===== src/rtl/assert_macros.svh =====
// assertion macros used by the top-level rtl file
`ifndef ASSERT_MACROS_SVH
`define ASSERT_MACROS_SVH

// generic clocked assertion with an active-low reset
`define ASSERT_CLKED(label, clk, rst_n, prop, msg) \
  label: assert property (@(posedge clk) disable iff (!(rst_n)) (prop)) else $error(msg);

// assertion on the block clock and reset
`define ASSERT_BLK(label, prop, msg) \
  `ASSERT_CLKED(label, clk_i, rst_ni, prop, msg)

`endif


===== src/rtl/sgr_pkg.sv =====
// types and constants of the styled glyph row generator
package sgr_pkg;

  localparam int unsigned RowW = 5;
  localparam int unsigned PixW = 32;

  localparam logic [RowW-1:0] RowFirst   = 5'd0;
  localparam logic [RowW-1:0] RowLast    = 5'd31;
  localparam logic [RowW-1:0] RowStrikeA = 5'd14;
  localparam logic [RowW-1:0] RowStrikeB = 5'd15;
  localparam logic [RowW-1:0] RowUnderA  = 5'd28;
  localparam logic [RowW-1:0] RowUnderB  = 5'd29;

  localparam logic [7:0] KeyItalic    = 8'h2F;
  localparam logic [7:0] KeyStrike    = 8'h5D;
  localparam logic [7:0] KeyUnderline = 8'h5B;
  localparam logic [7:0] KeyBold      = 8'h2A;

  localparam logic [PixW-1:0] BorderMask = 32'h7FFF_FFFE;
  localparam logic [PixW-1:0] BoldMask   = 32'hFFFF_FFFC;
  localparam logic [PixW-1:0] UnderMask  = 32'h3FFF_FFFC;
  localparam logic [PixW-1:0] AllOnes    = 32'hFFFF_FFFF;

  // italic band masks: shifted part and kept part
  localparam logic [PixW-1:0] Ital0Shift = 32'hFFFF_FFC0;
  localparam logic [PixW-1:0] Ital0Keep  = 32'h0000_003F;
  localparam logic [PixW-1:0] Ital1Shift = 32'hFFFF_FFF8;
  localparam logic [PixW-1:0] Ital1Keep  = 32'h0000_0007;
  localparam logic [PixW-1:0] Ital2Shift = 32'h1FFF_FFFF;
  localparam logic [PixW-1:0] Ital2Keep  = 32'hE000_0000;
  localparam logic [PixW-1:0] Ital3Shift = 32'h03FF_FFFF;
  localparam logic [PixW-1:0] Ital3Keep  = 32'hFC00_0000;

  localparam logic [1:0] Band0 = 2'd0;
  localparam logic [1:0] Band1 = 2'd1;
  localparam logic [1:0] Band2 = 2'd2;
  localparam logic [1:0] Band3 = 2'd3;

  typedef struct packed {
    logic bold;
    logic italic;
    logic strike;
    logic underline;
  } sgr_style_t;

endpackage


===== src/rtl/sgr_style.sv =====
// row styling unit, shared by all rows of a glyph
module sgr_style import sgr_pkg::*; (
  input  logic [PixW-1:0] cur_i,
  input  logic [PixW-1:0] prev_i,
  input  logic [RowW-1:0] row_i,
  input  sgr_style_t      style_i,
  output logic [PixW-1:0] row_o
);

  logic [PixW-1:0] base;
  logic [PixW-1:0] ital;
  logic [PixW-1:0] strk;

  // border and bold
  always_comb begin
    base = '0;
    if (row_i == RowFirst || row_i == RowLast) begin
      base = '0;
    end else if (style_i.bold) begin
      base = cur_i | ((cur_i << 1) & BoldMask);
      if (row_i > 5'd1) begin
        base = base | prev_i;
      end
      base = base & BorderMask;
    end else begin
      base = cur_i & BorderMask;
    end
  end

  // italic slant per 8-row band
  always_comb begin
    ital = base;
    if (style_i.italic) begin
      unique case (row_i[4:3])
        Band0: ital = ((base << 4) & Ital0Shift) | (base & Ital0Keep);
        Band1: ital = ((base << 2) & Ital1Shift) | (base & Ital1Keep);
        Band2: ital = ((base >> 2) & Ital2Shift) | (base & Ital2Keep);
        Band3: ital = ((base >> 2) & Ital3Shift) | (base & Ital3Keep);
        default: ital = base;
      endcase
    end
  end

  always_comb begin
    strk = ital;
    if (style_i.strike && (row_i == RowStrikeA || row_i == RowStrikeB)) begin
      strk = AllOnes;
    end
  end

  assign row_o = (style_i.underline && (row_i == RowUnderA || row_i == RowUnderB))
                 ? (strk | UnderMask) : strk;

endmodule

===== config.mk =====
export PLATFORM = sky130hd
export DESIGN_NAME = sgr_style
export DESIGN_NICKNAME = d
export VERILOG_FILES = /design/src/rtl/assert_macros.svh /design/src/rtl/sgr_pkg.sv /design/src/rtl/sgr_style.sv
export SDC_FILE = /design/constraint.sdc
export NUM_CORES = 1
export LEC_CHECK = 0
export ABC_AREA = 1
export BUFFER_PORTS_ARGS = -buffer_cell sky130_fd_sc_hd__buf_2
export CORE_UTILIZATION = 40
export DETAILED_ROUTE_END_ITERATION = 12
export MAX_ROUTING_LAYER = met4
export PLACE_DENSITY = 0.78
export SLEW_MARGIN = 30
export SYNTH_ARGS = -nofsm -noshare
export SYNTH_HDL_FRONTEND = slang
export SYNTH_SLANG_ARGS = --single-unit

===== constraint.sdc =====
create_clock -name vclk -period 1.4
set_clock_uncertainty 0.15 [all_clocks]
set_input_delay 0.07 -clock vclk [all_inputs]
set_output_delay 0.07 -clock vclk [all_outputs]
set_load 0.01 [all_outputs]

Word level (Yosys, flattened, before mapping)
Index checks and enable logic that the tools add are counted.
{"block": "classes", "mux": 7, "n_lt_le_gt_ge": 1, "n_eq_ne": 8, "n_bitwise": 6, "n_reduce_logical": 7}
{"cell": "32-bit one-hot mux with 4 select lines", "n": 1}
{"cell": "32-bit 2-to-1 mux", "n": 3}
{"cell": "31-bit 2-to-1 mux", "n": 2}
{"cell": "31-bit bitwise OR", "n": 2}
{"cell": "26-bit by 32-bit bitwise OR with 32-bit output", "n": 1}
{"cell": "29-bit by 32-bit bitwise OR with 32-bit output", "n": 1}
{"cell": "32-bit by 3-bit bitwise OR with 32-bit output", "n": 1}
{"cell": "32-bit by 6-bit bitwise OR with 32-bit output", "n": 1}
{"cell": "30-bit 2-to-1 mux", "n": 1}
{"cell": "5-bit == test (second input constant)", "n": 3}
{"cell": "5-bit by 4-bit == test with 1-bit output (second input constant)", "n": 2}
{"cell": "5-bit by 1-bit > comparator with 1-bit output (second input constant)", "n": 1}
{"cell": "5-bit zero test", "n": 1}
{"cell": "2-bit == test (second input constant)", "n": 2}
{"cell": "1-bit logical OR", "n": 3}
{"cell": "2-bit by 1-bit == test with 1-bit output (second input constant)", "n": 1}
{"cell": "1-bit logical AND", "n": 2}
{"cell": "2-bit zero test", "n": 1}
{"block": "word_totals", "out_inout_bits": 32, "elab_cells": 29, "inputBits": 73, "ff_bits": 0}

Logic depth before layout (Yosys ltp)
{"block": "logic_depth", "depth_word": 10, "mapped_depth": 12, "mapped_depth_nobuf": 10}

Worst setup path after synthesis
No wires, ideal clock.
{"block": "synth_timing", "path_kind": "in2out", "startpoint": "in row_i[3]", "endpoint": "out row_o[29]", "path_buffers": 2, "t_required_ps": 1180, "slack_ps": 105, "arrival_ps": 1075, "stages": 12, "path_cell_list": "buf_4 > nor2_4 > nand2_2 > buf_6 > nand3_1 > nand2_1 > nand2_1 > nand2_1 > nand2_1 > nand2_1 > nand2_1 > nand2_1"}
{"block": "synth_via", "elab_chain_cells": 9, "elab_cells_between_ends": 27, "classes_between": "1 x order compare; 8 x eq/ne; 7 x mux; 4 x bitwise; 7 x reduce/logical"}
{"item": "from (decl)", "line_no": "sgr_style.sv:5", "rtl": "input logic [RowW-1:0] row_i,"}
{"item": "5-bit by 1-bit > comparator with 1-bit output", "line_no": "sgr_style.sv:21", "rtl": "if (row_i > 5'd1) begin"}
{"item": "31-bit 2-to-1 mux", "line_no": "sgr_style.sv:21"}
{"item": "31-bit 2-to-1 mux", "line_no": "sgr_style.sv:19", "rtl": "end else if (style_i.bold) begin"}
{"item": "32-bit 2-to-1 mux", "line_no": "sgr_style.sv:17", "rtl": "if (row_i == RowFirst || row_i == RowLast) begin"}
{"item": "26-bit by 32-bit bitwise OR with 32-bit output, or another cell as far along", "line_no": "sgr_style.sv:38", "rtl": "Band3: ital = ((base >> 2) & Ital3Shift) | (base & Ital3Keep);"}
{"item": "32-bit one-hot mux with 4 select lines", "line_no": "sgr_style.sv:34", "rtl": "unique case (row_i[4:3])"}
{"item": "32-bit 2-to-1 mux", "line_no": "sgr_style.sv:33", "rtl": "if (style_i.italic) begin"}
{"item": "32-bit 2-to-1 mux", "line_no": "sgr_style.sv:46", "rtl": "if (style_i.strike && (row_i == RowStrikeA || row_i == RowStrikeB)) begin"}
{"item": "30-bit 2-to-1 mux *", "line_no": "sgr_style.sv:52", "rtl": "? (strk | UnderMask) : strk;"}
{"item": "to (decl)", "line_no": "sgr_style.sv:7", "rtl": "output logic [PixW-1:0] row_o"}
Mark *: on every way between the ends. The rest lies on a longest branch, timed or not.

Worst setup path in the final report
{"block": "layout_timing", "startpoint": "in row_i[2]", "endpoint": "out row_o[29]"}
Same word-level chain as after synthesis.

==> results.sh <==
export IMPL_synth_avg_cell_area_um2=4.62
export IMPL_die_w_um=69.0
export IMPL_yosysTopAreaCell="nand2_1"
export IMPL_ir_worst_vdd_uv=258
export IMPL_row_count=23
export IMPL_synth_top_family_by_area="simple AND/OR/NAND/NOR gates"
export IMPL_critical_path_endpoint_type="output port"
export IMPL_synth_most_common_cell="nand2_1"
export IMPL_ys_warn_count=0
export IMPL_area_growth_syn_to_layout_pct=80.7
export IMPL_rsz0062_at_grt="yes"
export IMPL_ant_nets=0
export IMPL_fin_crit_ns=1.52
export IMPL_worst_setup_path_start_kind="input port"
export IMPL_placed_cell_area_um2=2390
export IMPL_pwr_density_cell_nw_per_um2=402
export IMPL_nets=574
export IMPL_synth_commonest_cells="165 x nand2_1, 65 x nand3_1, 32 x a21oi_1"
export IMPL_ys_seq_area_share_pct=0
export IMPL_yosys_cell_types_count=25
export IMPL_total_power_mw=1.30
export IMPL_seq_area_um2=0
export IMPL_antenna_found_initial=0
export IMPL_slew_headroom_pct=82.6
export IMPL_ios=105
export IMPL_finalWirelength_mm=9.18
export IMPL_cp_startpoint="row_i[2]"
export IMPL_setup_viol=29
export IMPL_die_h_um=69.0
export IMPL_seq_cell_count=0
export IMPL_synthXorXnorAreaFrac_pct=0
export IMPL_worst_pin_slew_ns=0.261
export IMPL_fin_ws_ns=-0.115
export IMPL_grt_pass1_wl_mm=11.6
export IMPL_drv_slew=0
export IMPL_grt_util_all_layers_pct=32.7
export IMPL_postSynthCellCount=388
export IMPL_initial_core_util_pct=43.3
export IMPL_drt_initial_drc_count=302
export IMPL_design_area_um2=3240
export IMPL_portBuffers=101
export IMPL_drt_pass1_iterations=5
export IMPL_grt_overflow=0
export IMPL_place_hpwl_mm=5.24
export IMPL_multi_input_area_um2=2040
export IMPL_syn_nets=461
export IMPL_synth_fa_ha_area_share_pct=0
export IMPL_die_area_um2=4750
export IMPL_crit_fanout=8
export IMPL_worstSetupEndpoint="row_o[29]"
export IMPL_diodes=0
export IMPL_grt_max_degree=33
export IMPL_fin_setup_tns_ns=-1.37
export IMPL_synthMuxAreaShare_pct=0
export IMPL_drive_gt1_share_pct=49.5
export IMPL_netlist_area_um2=1790
export IMPL_grt_pass1_vias=2548
export IMPL_drc=0
export IMPL_worstHoldPathType="input port to output port"
export IMPL_pre_cts_ws_ns=-0.222
export IMPL_viasPerCell=5.92
export IMPL_vias=3251
export IMPL_n_fill_cell=307
export IMPL_core_area_um2=4140
export IMPL_cap_violations=0
export IMPL_hold_violations=0
export IMPL_critPathKind="input port to output port"
export IMPL_synth_area_top_cells="nand2_1 35%, nand3_1 18%, a21oi_1 8.9%, o21ai_1 5.9%, inv_1 5.2%"
export IMPL_post_drt_wl_per_cell_um=16.7
export IMPL_gp_congestion=0.969
export IMPL_hold_buffers=0
export IMPL_p_leak_nw=1.70
export IMPL_fmax_mhz=660
export IMPL_finalCritPeriodShare_pct=108
export IMPL_synth_compound_area_share_pct=19.8
export IMPL_synth_top_area_share_pct=34.5
export IMPL_synth_simple_area_share_pct=63.9
export IMPL_crit_arrival_ns=1.30
export IMPL_fin_cells=549
export IMPL_clkbuf_count=0
export IMPL_dp_cells=528
export IMPL_critPathRequiredTime_ns=1.18
export IMPL_outcome="finished with violations"
export IMPL_violations="setup timing"
-- worst max-delay path, cell delays in order --
cell and delay, ns:
buf_8 0.11, nand2_8 0.07, o21ai_4 0.22, nand2_8 0.13, buf_8 0.17, buf_12 0.14, nand2_2 0.07, o21ai_2 0.05
nand2_1 0.06, nand2_1 0.07, buf_2 0.14
-- cell type report --
cell class,count,area share [%]
Inverter,29,3.44
Tap cell,50,1.93
Multi-Input combinational cell,331,62.9
Timing Repair Buffer,139,31.7
-- cell usage in the layout, fill, tap and decap left out, types with 14 or more instances in the layout --
cell type | netlist | final
nand2_1 | 165 | 113
buf_2 | 8 | 96
nand2_2 | 7 | 37
nand3_1 | 65 | 35
a21oi_1 | 32 | 30
nand3_2 | 0 | 26
inv_1 | 25 | 25
nand2_4 | 0 | 21
o21ai_1 | 21 | 21
buf_4 | 3 | 21
nand4_1 | 14 | 14
-- how the worst min path moves through the flow --
stage	from	to	slack, ns	cells after the start
after floorplan	row_i[4]	row_o[26]	0.24	5
after global placement	row_i[4]	row_o[0]	0.48	5
after detailed placement	row_i[4]	row_o[0]	0.48	5
after CTS	cur_i[1]	row_o[1]	0.52	6
after global routing	cur_i[1]	row_o[1]	0.54	6
final	cur_i[1]	row_o[1]	0.53	6
-- cell families after synthesis --
kind of cell           Yosys count
and+or+nand+nor                262
buffers and inverters           60
AOI/OAI and AO/OA               66
-- metrics by stage --
step | util, % | hold WS, ns
4_1_cts | 65.5 | 0.518
5_1_grt | 78.2 | 0.538
6_report | 78.2 | 0.534
2_1_floorplan | - | 0.242
3_3_place_gp | 57.7 | 0.484
3_5_place_dp | 57.7 | 0.481
-- routing by layer --
layer / GRT usage [%] / routed length [um]
met2: 54.4 / 4560
met4: 8.93 / 299
met1: 42.1 / 3310
met3: 2.80 / 1020
met5: - / 0
-- what timing repair did --
item	4_1_cts	5_1_grt
endpoints found under the hold margin	0	0
cloned	4	4
setup buffers	11	2
resized for setup	56	102
pin swaps	12	43
setup endpoints to repair	31	31
-- report_power, final --
| part | internal (mW) | switching [mW] | total, mW |
|---|---|---|---|
| Clock | 0 | 0 | 0 |
| Sequential | 0 | 0 | 0 |
| Combinational | 0.538 | 0.764 | 1.30 |
| Total | 0.538 | 0.764 | 1.30 |
Power figures use the tool's default switching activity.
